## config.mk

```make
export PLATFORM = sky130hd
export DESIGN_NAME = netstring_deframer
export DESIGN_NICKNAME = d
export VERILOG_FILES = /design/src/rtl/nsd_pkg.sv /design/src/rtl/nsd_core.sv /design/src/rtl/nsd_outbuf.sv /design/src/rtl/netstring_deframer.sv
export SDC_FILE = /design/constraint.sdc
export NUM_CORES = 1
export LEC_CHECK = 0
export BUFFER_PORTS_ARGS = -buffer_cell sky130_fd_sc_hd__buf_4
export CORE_ASPECT_RATIO = 0.7
export CORE_UTILIZATION = 60
export DETAILED_ROUTE_END_ITERATION = 12
export HOLD_SLACK_MARGIN = 0.05
export PLACE_DENSITY = 0.8
export REMOVE_ABC_BUFFERS = 1
export SYNTH_ARGS = -nofsm -noshare
export SYNTH_HDL_FRONTEND = slang
export SYNTH_SLANG_ARGS = --single-unit
```

## constraint.sdc

```tcl
create_clock -name clock -period 9.01 [get_ports clock]
set_input_delay 0.4505 -clock clock [delete_from_list [all_inputs] [get_ports clock]]
set_output_delay 0.4505 -clock clock [all_outputs]
set_load 0.005 [all_outputs]
```

## src/rtl/nsd_pkg.sv

```systemverilog
// netstring deframer package: shared types, codes and character constants
// used by the core, the output buffer and the top level; no dependencies
`default_nettype none

package nsd_pkg;

   // width of the length counters in the frame state
   localparam int LEN_WIDTH = 24;

   // fixed widths of the interface fields
   localparam int BYTE_W = 8;
   localparam int SLEN_W = 24;
   localparam int ERR_W  = 3;
   localparam int KIND_W = 2;

   // packed result data: out_byte, string_length, error_code, padded to bytes
   localparam int RSP_FIELDS_W = BYTE_W + SLEN_W + ERR_W;
   localparam int RSP_DATA_W   = ((RSP_FIELDS_W + 7) / 8) * 8;
   localparam int RSP_PAD_W    = RSP_DATA_W - RSP_FIELDS_W;

   // reset value of the max_length register
   localparam logic [SLEN_W-1:0] MAX_LENGTH_RESET = SLEN_W'(16384);

   // characters of the frame syntax
   localparam logic [BYTE_W-1:0] CHAR_COLON = 8'h3A;
   localparam logic [BYTE_W-1:0] CHAR_COMMA = 8'h2C;
   localparam logic [BYTE_W-1:0] CHAR_ZERO  = 8'h30;
   localparam logic [BYTE_W-1:0] CHAR_NINE  = 8'h39;

   // result kinds
   typedef enum logic [KIND_W-1:0] {
      KIND_BYTE = 2'd0,
      KIND_END  = 2'd1,
      KIND_ERR  = 2'd2
   } kind_type;

   // error codes
   typedef enum logic [ERR_W-1:0] {
      ERR_NONE     = 3'd0,
      ERR_CHAR     = 3'd1,
      ERR_NODIGIT  = 3'd2,
      ERR_LEADZERO = 3'd3,
      ERR_TOOLONG  = 3'd4,
      ERR_COMMA    = 3'd5
   } err_type;

   // one result item
   typedef struct packed {
      kind_type          kind;
      logic [BYTE_W-1:0] data;
      logic [SLEN_W-1:0] length;
      err_type           code;
   } rsp_type;

endpackage

`default_nettype wire

```

## src/rtl/nsd_core.sv

```systemverilog
// netstring deframer core: frame state machine, length collection and
// max_length register; produces at most one result per byte; uses nsd_pkg
`default_nettype none

module nsd_core (
   input  wire logic                          clock,
   input  wire logic                          reset,
   input  wire logic                          csr_we,
   input  wire logic [nsd_pkg::SLEN_W-1:0]    csr_wdata,
   input  wire logic                          byte_accept,
   input  wire logic [nsd_pkg::BYTE_W-1:0]    byte_in,
   output logic                               result_valid,
   output nsd_pkg::rsp_type                   result
);
   import nsd_pkg::*;

   typedef enum logic [1:0] {
      PH_LEN   = 2'd0,
      PH_PAY   = 2'd1,
      PH_COMMA = 2'd2
   } phase_type;

   localparam int PROD_W = LEN_WIDTH + 4;

   phase_type              phase_ff, phase_in;
   logic [LEN_WIDTH-1:0]   length_ff, length_in;
   logic [LEN_WIDTH-1:0]   left_ff, left_in;
   logic                   digit_seen_ff, digit_seen_in;
   logic                   first_zero_ff, first_zero_in;
   logic [SLEN_W-1:0]      max_length_ff;

   logic [LEN_WIDTH-1:0]   limit;
   logic [3:0]             digit;
   logic [PROD_W-1:0]      next_value;
   logic [LEN_WIDTH-1:0]   left_dec;

   // length times ten plus the new digit, shift-and-add
   always_comb begin
      limit      = LEN_WIDTH'(max_length_ff);
      digit      = 4'(byte_in - CHAR_ZERO);
      next_value = (PROD_W'(length_ff) << 3) + (PROD_W'(length_ff) << 1) + PROD_W'(digit);
      left_dec   = left_ff - LEN_WIDTH'(1);
   end

   // next frame state and the result for this byte
   always_comb begin
      phase_in      = phase_ff;
      length_in     = length_ff;
      left_in       = left_ff;
      digit_seen_in = digit_seen_ff;
      first_zero_in = first_zero_ff;
      result_valid  = 1'b0;
      result.kind   = KIND_BYTE;
      result.data   = '0;
      result.length = '0;
      result.code   = ERR_NONE;

      case (phase_ff)
         PH_PAY: begin
            left_in      = left_dec;
            if (left_dec == '0) phase_in = PH_COMMA;
            result_valid = 1'b1;
            result.data  = byte_in;
         end
         PH_COMMA: begin
            result_valid = 1'b1;
            phase_in      = PH_LEN;
            length_in     = '0;
            left_in       = '0;
            digit_seen_in = 1'b0;
            first_zero_in = 1'b0;
            if (byte_in == CHAR_COMMA) begin
               result.kind   = KIND_END;
               result.length = SLEN_W'(length_ff);
            end else begin
               result.kind = KIND_ERR;
               result.code = ERR_COMMA;
            end
         end
         default: begin
            // reading length digits
            if (byte_in inside {[CHAR_ZERO:CHAR_NINE]}) begin
               if (digit_seen_ff && first_zero_ff) begin
                  result_valid = 1'b1;
                  result.kind  = KIND_ERR;
                  result.code  = ERR_LEADZERO;
               end else if (next_value > PROD_W'(limit)) begin
                  result_valid = 1'b1;
                  result.kind  = KIND_ERR;
                  result.code  = ERR_TOOLONG;
               end else begin
                  if (!digit_seen_ff) first_zero_in = (byte_in == CHAR_ZERO);
                  digit_seen_in = 1'b1;
                  length_in     = LEN_WIDTH'(next_value);
               end
            end else if (byte_in == CHAR_COLON) begin
               if (!digit_seen_ff) begin
                  result_valid = 1'b1;
                  result.kind  = KIND_ERR;
                  result.code  = ERR_NODIGIT;
               end else begin
                  left_in  = length_ff;
                  phase_in = (length_ff == '0) ? PH_COMMA : PH_PAY;
               end
            end else begin
               result_valid = 1'b1;
               result.kind  = KIND_ERR;
               result.code  = ERR_CHAR;
            end
            // any error restarts the length field
            if (result_valid) begin
               phase_in      = PH_LEN;
               length_in     = '0;
               left_in       = '0;
               digit_seen_in = 1'b0;
               first_zero_in = 1'b0;
            end
         end
      endcase
   end

   // frame state and limit register
   always_ff @(posedge clock) begin
      if (reset) begin
         phase_ff      <= PH_LEN;
         length_ff     <= '0;
         left_ff       <= '0;
         digit_seen_ff <= 1'b0;
         first_zero_ff <= 1'b0;
         max_length_ff <= MAX_LENGTH_RESET;
      end else begin
         if (byte_accept) begin
            phase_ff      <= phase_in;
            length_ff     <= length_in;
            left_ff       <= left_in;
            digit_seen_ff <= digit_seen_in;
            first_zero_ff <= first_zero_in;
         end
         if (csr_we) max_length_ff <= csr_wdata;
      end
   end

endmodule

`default_nettype wire

```

## src/rtl/nsd_outbuf.sv

```systemverilog
// netstring deframer output buffer: result register with a one-entry skid
// register; the input side waits only while the skid entry is full; uses nsd_pkg
`default_nettype none

module nsd_outbuf (
   input  wire logic              clock,
   input  wire logic              reset,
   input  wire logic              push,
   input  wire nsd_pkg::rsp_type  push_data,
   output logic                   can_push,
   output logic                   out_valid,
   input  wire logic              out_ready,
   output nsd_pkg::rsp_type       out_data
);
   import nsd_pkg::*;

   logic     main_valid_ff, main_valid_in;
   logic     skid_valid_ff, skid_valid_in;
   rsp_type  main_ff, main_in;
   rsp_type  skid_ff, skid_in;
   logic     pop;

   // room as long as the skid entry is free
   assign can_push  = !skid_valid_ff;
   assign out_valid = main_valid_ff;
   assign out_data  = main_ff;
   assign pop       = main_valid_ff && out_ready;

   // refill the result register from skid first, then from the core
   always_comb begin
      main_valid_in = main_valid_ff;
      skid_valid_in = skid_valid_ff;
      main_in       = main_ff;
      skid_in       = skid_ff;
      if (!main_valid_ff || pop) begin
         if (skid_valid_ff) begin
            main_in       = skid_ff;
            main_valid_in = 1'b1;
            skid_valid_in = 1'b0;
         end else begin
            main_in       = push_data;
            main_valid_in = push;
         end
      end else if (push) begin
         skid_in       = push_data;
         skid_valid_in = 1'b1;
      end
   end

   // result and skid registers
   always_ff @(posedge clock) begin
      if (reset) begin
         main_valid_ff <= 1'b0;
         skid_valid_ff <= 1'b0;
      end else begin
         main_valid_ff <= main_valid_in;
         skid_valid_ff <= skid_valid_in;
      end
      main_ff <= main_in;
      skid_ff <= skid_in;
   end

endmodule

`default_nettype wire

```

## src/rtl/netstring_deframer.sv

```systemverilog
// Netstring deframer: takes a byte stream of frames "length:payload," at one
// byte per cycle while req_tready is high, with no gaps of its own. Each
// payload byte comes out as a result of kind 0, the closing comma as kind 1
// with the declared length, and a malformed frame as one kind 2 result with
// an error code, after which the next byte starts a new length field. Lengths
// above max_length are rejected on the digit that exceeds it. Results go to a
// result register with a one-entry skid stage that keeps input acceptance
// independent of rsp_tready, so req_tready drops only when both hold a result.
// The user must write max_length through csr_we/csr_wdata only while idle;
// the block does not enforce this. Depends on nsd_pkg, nsd_core and nsd_outbuf.
`default_nettype none

module netstring_deframer (
   input  wire logic                              clock,
   input  wire logic                              reset,
   // configuration: max_length
   input  wire logic                              csr_we,
   input  wire logic [nsd_pkg::SLEN_W-1:0]        csr_wdata,
   // input stream
   input  wire logic                              req_tvalid,
   output logic                                   req_tready,
   input  wire logic [nsd_pkg::BYTE_W-1:0]        req_tdata,   // [7:0] in_byte
   // result stream
   output logic                                   rsp_tvalid,
   input  wire logic                              rsp_tready,
   output logic [nsd_pkg::RSP_DATA_W-1:0]         rsp_tdata,   // [7:0] out_byte,
                                                               // [31:8] string_length,
                                                               // [34:32] error_code
   output logic [nsd_pkg::KIND_W-1:0]             rsp_tuser    // [1:0] out_kind
);
   import nsd_pkg::*;

   logic     byte_accept;
   logic     result_valid;
   rsp_type  result;
   rsp_type  out_data;
   logic     can_push;

   assign req_tready  = can_push;
   assign byte_accept = req_tvalid && can_push;

   // frame decoding
   nsd_core u_core (
      .clock        (clock),
      .reset        (reset),
      .csr_we       (csr_we),
      .csr_wdata    (csr_wdata),
      .byte_accept  (byte_accept),
      .byte_in      (req_tdata),
      .result_valid (result_valid),
      .result       (result)
   );

   // result register and skid stage
   nsd_outbuf u_outbuf (
      .clock     (clock),
      .reset     (reset),
      .push      (byte_accept && result_valid),
      .push_data (result),
      .can_push  (can_push),
      .out_valid (rsp_tvalid),
      .out_ready (rsp_tready),
      .out_data  (out_data)
   );

   // pack the result fields
   assign rsp_tdata = {{RSP_PAD_W{1'b0}}, out_data.code, out_data.length, out_data.data};
   assign rsp_tuser = out_data.kind;

endmodule

`default_nettype wire

```

Word-level counts from Yosys, hierarchy flattened. Index checks and enable logic that the tools add are counted.

$add $sub $neg: 4. $lt $le $gt $ge: 3. Equality and inequality tests: 10. Mux-type cells: 54. Bitwise logic cells: 2. Reductions and logical operators: 20.

Operators by type and width (count): $mux 24 (10); $pmux 24 s2 (2); $logic_not 24->1 (2); $mux 37 (1); $add 27x25->28 (1); $add 28x4->28 (1); $gt 28x24->1 (1); $mux 2 (14); $eq 8x6->1 const B (3); $sub 24x1->24 const B (1); $mux 1 (17); $mux 3 (4); $reduce_and 5->1 (2); $ne 3x3->1 const B (3); $ge 8x6->1 const B (1); $le 8x6->1 const B (1); $mux 8 (1); $pmux 2 s2 (2); $reduce_bool 4->1 (2); $pmux 3 s2 (1); $reduce_and 6->1 (1); $logic_and 1x1->1 (5); $ne 4x4->1 const B (1); $pmux 1 s2 (2); other kinds (11) (14).

Register bits after elaboration: 152. Input port bits: 37. Output and inout port bits: 44.

Logic depth before layout (Yosys ltp). Gate-level depths: netlist of the first run.

Depth in word-level cells: 10. Gate-level depth with buffers: 25. Gate-level depth less buffers: 23.

By module. A second synthesis of the first run with hierarchy kept.

Cell total of the unflattened synthesis: 923. Area total of the unflattened synthesis: 9083.7 µm².

By module, submodules not included: nsd_core (instances 1, cells an instance 791, area each 6248.5 µm²); nsd_outbuf (instances 1, cells an instance 124, area each 2781.4 µm²); netstring_deframer (instances 1, cells an instance 8, area each 53.8 µm²).

Worst setup path before layout of the first run. OpenSTA, ideal clock, no wires.

Path type: input to register. Start point: input port req_tdata[3] (netlist bit). End point: register u_outbuf.skid_ff[0] (netlist bit), enable pin. Arrival time: 7194 ps. Required time: 8533 ps. Setup slack: 1339 ps. Stages on the path: 22. Path buffers: 1. Cell sequence: inv_1 fa_1 inv_1 ha_1 a211oi_1 o21bai_1 a21oi_1 o21ai_0 a221o_1 a21boi_0 o21ai_0 a21oi_1 xnor2_1 ha_1 nand4_1 nor3_1 a31oi_1 o211ai_4 nor3_2 a22o_2 buf_4 nor3_1.

Longest elaborated chain between the ends: 10.

RTL lines: from (decl) (RTL line netstring_deframer.sv:22) `input wire logic [nsd_pkg::BYTE_W-1:0] req_tdata,`; $sub 4x1->4 (RTL line nsd_core.sv:40) `digit = 4'(byte_in - CHAR_ZERO);`; $add 28x4->28 (RTL line nsd_core.sv:41) `next_value = (PROD_W'(length_ff) << 3) + (PROD_W'(length_ff) << 1) + PROD_W'(digit);`; $gt 28x24->1 (RTL line nsd_core.sv:87) `end else if (next_value > PROD_W'(limit)) begin`; $mux 1 (RTL line nsd_core.sv:87); $mux 1 (RTL line nsd_core.sv:83) `if (digit_seen_ff && first_zero_ff) begin`; $mux 1 * (RTL line nsd_core.sv:82) `if (byte_in inside {[CHAR_ZERO:CHAR_NINE]}) begin`; $mux 1 * (2 in series) (RTL line nsd_core.sv:58) `case (phase_ff)`; $logic_and 1x1->1 * (RTL line netstring_deframer.sv:58) `.push (byte_accept && result_valid),`; $reduce_and 2->1 (no source line) *; to (signal assigned) (RTL line nsd_outbuf.sv:60) `skid_ff <= skid_in;`; to (decl) (RTL line nsd_outbuf.sv:20) `rsp_type skid_ff, skid_in;`.

Every way passes the cells marked *; elsewhere a longest branch is shown, timed or not. The select of a mux whose other input is x is not followed. A chain may end at the register's enable or synchronous reset.

Worst setup path after layout of the first run.
Start point: register u_core.length_ff[2]. End point: register u_outbuf.skid_ff[18] (netlist bit), enable pin.

Longest elaborated chain between the ends: 10.

RTL lines: from (decl) (RTL line nsd_core.sv:26) `logic [LEN_WIDTH-1:0] length_ff, length_in;`; from (signal assigned) (RTL line nsd_core.sv:134) `length_ff <= length_in;`; $add 27x25->28 (RTL line nsd_core.sv:41); $add 28x4->28 (RTL line nsd_core.sv:41); $gt 28x24->1 (RTL line nsd_core.sv:87); $mux 1 (RTL line nsd_core.sv:87); $mux 1 (RTL line nsd_core.sv:83); $mux 1 (RTL line nsd_core.sv:82); $mux 1 (2 in series) (RTL line nsd_core.sv:58); $logic_and 1x1->1 (RTL line netstring_deframer.sv:58); $reduce_and 2->1 (no source line).

No other way between the ends. The select of a mux whose other input is x is not followed.

==> flow_metrics.tcl, run 1 <==
set metrics [dict create \
    status "finished clean" \
    fin_nets 1081 \
    use_met2_pct 43.1 \
    hpwlAfterDp_um 16800 \
    drtIter0Drc 726 \
    clockBufferDepth 2 \
    grt_setup_unrepaired "false" \
    core_area_um2 14700 \
    yosysWarnings 0 \
    cap_violations 0 \
    gr-max-usage-layer "met1" \
    synth-edff-count 74 \
    io_pins 81 \
    num_antenna_cells 0 \
    worst_ep_arrival_time_ns 6.87 \
    worst_clock_skew_ns 0.0102 \
    cts-root-buf "clkbuf_16" \
    synth_seq_cells 152 \
    maxClockFrequency_ghz 0.148 \
    worstSetupEndpointType "register" \
    fin_tns_setup_ns 0 \
    avgSynthCellArea_um2 9.97 \
    hp-class "in2reg" \
    cts_tree "done" \
    drt-vias-per-instance 6.29 \
    relSlewSlack_pct 33.1 \
    fin_crit_sh_pct 75.0 \
    setup_violations 0 \
    use_met1_pct 48.0 \
    worst_slew_pin_slew_ns 0.998 \
    yosysUniqueCellTypes 72 \
    grt_pass1_vias 6706 \
    ctsResizeCount 0 \
    clk_pin_slew_ns 0.07 \
    postCtsSetupBuffers 0 \
    clk-insertion-delay-late_ns 0.45 \
    antenna_found_initial 0 \
    yosysSeqAreaShare_pct 41.7 \
    wl_per_cell_um 20.1 \
    hold_buffers 0 \
    gr-usage-met3_pct 7.95 \
    drc_errors 0 \
    period_minus_slack_ns 6.75 \
    start_kind "register" \
    ir_drop_mv 0.149 \
    place_congestion 0.972 \
    ys_async_sr_fraction_pct 0 \
    p_per_area_nw_per_um2 158 \
    numClockSinks 152 \
    fin_ws_ns 2.26 \
    grt_pass1_wl_um 37200 \
    via_count 7387 \
    leakage_nw 4.46 \
    areaGrowthSynthToFinish_pct 14.0 \
    netlist_area_um2 9080 \
    grt_use_total_pct 31.5 \
    dp_slack_ns 2.21 \
    crit_type "reg2reg" \
    die_h_um 105 \
    hold_viol 0 \
    row_count 37 \
    synthCells 911 \
    ys.flop_type "dfxtp_1" \
    final_antenna_net_count 0 \
    htree_levels 4 \
    required_ns 9.12 \
    path_max_fanout 25 \
    start_util_pct 61.7 \
    grt_max_degree 45 \
    cts_buffers 17 \
    drv_slew 0 \
    io_buffers 75 \
    dieArea_um2 15600 \
    drive_gt1_share_pct 17.3 \
    routed_wl_um 23600 \
    grt_remaining_overflow 0 \
    first_pass_iters 6 \
    die_w_um 149 \
]
layout make-up:
cell class / instances / area, um^2
timing repair buffer: 82 / 616
tap: 195 / 244
multi-input combinational: 666 / 4910
clock inverter: 15 / 199
sequential: 152 / 3780
inverter: 48 / 180
clock buffer: 17 / 425
fill: 1110 / 4370
layer usage:
| metal | wire (um) | vias to the layer above |
|---|---|---|
| li1 | - | 3507 |
| met1 | 11100 | 3451 |
| met2 | 9610 | 384 |
| met3 | 2410 | 45 |
| met4 | 486 | 0 |
| met5 | 0 | - |
state kept, by name, summed over array words and instances, names as in the netlist, 2 cells and up:
signal	cells
u_core.limit	24
u_core.left_ff	24
u_core.phase_ff	2
u_outbuf.skid_ff	37
u_outbuf.out_data	37
u_core.length_ff	24
worst max-delay path, cell delays in order (launching register included):
cell,delay (ns)
dfxtp_1,0.45
inv_1,0.09
fa_1,0.48
inv_1,0.08
ha_1,0.32
a211oi_1,0.21
o21bai_1,0.14
a21oi_1,0.25
o21ai_0,0.24
a221o_1,0.46
a21boi_0,0.28
o21ai_0,0.13
a21oi_1,0.20
xnor2_1,0.11
ha_1,0.31
nand4_1,0.16
nor3_1,0.22
a31oi_1,0.16
o211ai_4,0.34
nor3_2,0.10
a22o_2,0.41
nor3_2,0.80
buf_4,0.47
stage by stage:
stage | cells | cell area (um^2) | hold WS, ns | power [mW] | utilization, %
after detailed placement | 1143 | 9730 | 0.483 | 0.913 | 66.1
after global placement | 1143 | 9730 | 0.472 | 0.909 | 66.1
final | 1175 | 10400 | 0.226 | 1.64 | 70.3
after global routing | 1175 | 10400 | 0.239 | 1.69 | 70.3
after floorplan | 866 | 8860 | 0.455 | 0.851 | -
after CTS | 1175 | 10400 | 0.228 | 1.64 | 70.3
worst paths after layout:
kind | slack, ns | startpoint | end | cells after the start
max reg2reg | 2.26 | u_core.length_ff[2] | u_outbuf.skid_ff[18] | 22
min reg2reg | 0.49 | u_core.limit[8] | u_core.limit[8] | 2
min | 0.23 | csr_wdata[14] | u_core.limit[14] | 3
max | 2.26 | u_core.length_ff[2] | u_outbuf.skid_ff[18] | 22
cell usage in the layout, fill, tap and decap left out, types with 24 or more instances in the layout:
cell and n:
mux2i_1 24, edfxtp_1 74, mux2_2 38, buf_4 82, dfxtp_1 78, inv_1 47, a22o_1 24, ha_1 75
a21oi_1 55, nand2_1 47, nor2_1 70, o21ai_0 35, and2_1 37
cell usage after synthesis, drive strengths merged, types with 9 or more instances:
cell type	n	area (um^2)
nor4	19	134
a21oi	55	275
o21ai	44	220
mux2	38	428
buf	19	125
ha	75	938
clkbuf	30	113
xor2	13	114
inv	47	176
xnor2	22	193
a22oi	9	67.6
nand2	48	183
nand4	19	119
a22o	26	238
nor3	21	110
a211oi	12	95.1
and2	37	231
edfxtp	74	2220
nor2	71	274
nand3	18	90.1
mux2i	24	240
a21o	11	82.6
dfxtp	78	1560
cell families after synthesis:
logic type,synth area share [%]
AO/OA/AOI/OAI,16.6
adder cells (fa/ha/maj),10.8
other,0.0413
flip-flops,41.7
XOR/XNOR,3.38
multiplexers,7.36
buffers and inverters,4.60
AND/OR/NAND/NOR,15.6
where the power goes:
group / total (mW) / internal, mW / switching [mW]
Clock: 0.738 / 0.380 / 0.358
Combinational: 0.145 / 0.0611 / 0.0838
Sequential: 0.755 / 0.744 / 0.0112
Total: 1.64 / 1.18 / 0.453
(Power assumes the default switching activity.)
==> run 2: changes to the inputs <==
==> constraint.sdc (replaced) <==
create_clock -name clock -period 6.7 [get_ports clock]
set_input_delay 0.335 -clock clock [delete_from_list [all_inputs] [get_ports clock]]
set_output_delay 0.335 -clock clock [all_outputs]
set_load 0.005 [all_outputs]
==> run 2 against run 1 <==
Register-to-register slack got worse by 1.7 ns. Non-clock buffer count up 2. Clock skew increased by 0.0094 ns. Largest cell class unchanged. Critical endpoint is now u_core.left_ff[9]. Hold slack worse by 0.098 ns. Count of clock-buffer cells in the layout did not move. First-iteration DRC count up 9.0%.
==> flow_metrics.tcl, run 2 (synthesis gave the netlist of run 1 again) <==
set metrics [dict create \
    grt_setup_unrepaired "false" \
    p_total_mw 2.18 \
    grt_pass1_wl_um 36900 \
    numClockSinks 152 \
    final_common_cell "buf_4" \
    worst_slew_pin_slew_ns 1.16 \
    hpwlAfterDp_um 16800 \
    clockBufferDepth 2 \
    r2r_cells 22 \
    p_per_area_nw_per_um2 210 \
    worstSetupEndpointType "register" \
    htree_levels 4 \
    fin_nets 1083 \
    drt-vias-per-instance 6.29 \
    relSlewSlack_pct 22.7 \
    path_max_fanout 9 \
    num_antenna_cells 0 \
    drtIter0Drc 791 \
    core_area_um2 14700 \
    finalNonFillerCells 1177 \
    hold_buffers 0 \
    drive_gt1_share_pct 17.7 \
    fill_cells 1139 \
    grt_remaining_overflow 0 \
    dieArea_um2 15600 \
    maxClockFrequency_ghz 0.162 \
    cts_tree "done" \
    io_buffers 75 \
    cts_buffers 17 \
    hold-path-cell-count 3 \
    m1WireLength_um 11300 \
    wl_per_cell_um 20.1 \
    ir_drop_mv 0.148 \
    fin_ws_ns 0.541 \
    start_kind "register" \
    die_w_um 149 \
    via_count 7398 \
    grt_use_total_pct 31.1 \
    die_h_um 105 \
    setup_violations 0 \
    grt_pass1_vias 6614 \
    dp_slack_ns 0.344 \
    row_count 37 \
    period_minus_slack_ns 6.16 \
    status "finished clean" \
    drv_slew 0 \
    cts-root-buf "clkbuf_16" \
    final_cell_mix "buf_4, dfxtp_1, ha_1, edfxtp_1, nor2_1" \
    cap_violations 0 \
    leakage_nw 4.47 \
    clk-insertion-delay-late_ns 0.44 \
    crit_type "reg2reg" \
    wl_met2_um 9870 \
    hp-class "in2reg" \
    worst_clock_skew_ns 0.0195 \
    required_ns 7.01 \
    clk_pin_slew_ns 0.08 \
    hold_viol 0 \
    top_layer_used "met4" \
    worst_ep_arrival_time_ns 6.47 \
    grt_max_degree 45 \
    final_antenna_net_count 0 \
    wl_met3_um 2190 \
    io_pins 81 \
    antenna_found_initial 0 \
    fin_crit_sh_pct 91.9 \
    routed_wl_um 23600 \
    areaGrowthSynthToFinish_pct 14.2 \
    start_util_pct 61.7 \
    drc_errors 0 \
    dp.cells 1145 \
    first_pass_iters 5 \
    place_congestion 0.916 \
]
-- run 2: final cells by class --
cell class | count | area (um^2) | area share [%]
clock buffer | 17 | 425 | 4.10
clock inverter | 15 | 174 | 1.68
inverter | 48 | 180 | 1.74
multi-input combinational | 666 | 4920 | 47.5
sequential | 152 | 3780 | 36.5
tap | 195 | 244 | 2.35
timing repair buffer | 84 | 643 | 6.20
-- run 2: per-stage QoR --
stage	hold WS [ns]	cell area, um^2	utilization, %	TNS, ns
floorplan	0.404	8860	-	-29.41
global placement	0.472	9760	66.3	0
finish	0.127	10400	70.5	0
CTS	0.121	10400	70.4	0
global route	0.135	10400	70.5	0
detailed placement	0.484	9760	66.3	0
-- run 2: repair_timing --
item                       in CTS  in global routing
resized for setup               0                  3
setup endpoints to repair       0                 36
buffers inserted                0                  0
-- run 2: critical path, cell delays in order, from the launching register on --
cell and delay (ns):
dfxtp_1 0.44, inv_1 0.09, fa_1 0.50, inv_1 0.07, ha_1 0.31, a211oi_1 0.21, o21bai_1 0.14, a21oi_1 0.25
o21ai_0 0.21, a221o_1 0.44, a21boi_0 0.31, o21ai_0 0.14, a21oi_1 0.19, xnor2_1 0.10, ha_1 0.31, nand4_1 0.18
or3_1 0.43, nor4_2 0.34, o211ai_4 0.18, nor4b_4 0.34, or2_1 0.38, nor2_1 0.21, a32o_1 0.27
-- run 2: where the power goes --
group          leakage [nW]  internal [mW]  total, mW  switching (mW)
Sequential             1.40           1.00       1.02          0.0154
Clock                 0.287          0.504      0.961           0.458
Combinational          2.78         0.0831      0.198           0.115
Total                  4.47           1.59       2.18           0.588
-- run 2: layer usage --
metal	GRT usage, %	vias to the layer above
li1	-	3515
met1	47.9	3486
met2	44.0	360
met3	7.12	37
met4	6.71	0
met5	0	-
-- run 2: worst paths after layout --
path                                           from           endpoint  slack (ns)
worst max register to register  u_core.length_ff[0]  u_core.left_ff[9]        0.54
worst min-delay path                   csr_wdata[1]    u_core.limit[1]        0.13
worst max-delay path            u_core.length_ff[0]  u_core.left_ff[9]        0.54
worst min register to register      u_core.limit[1]    u_core.limit[1]        0.50
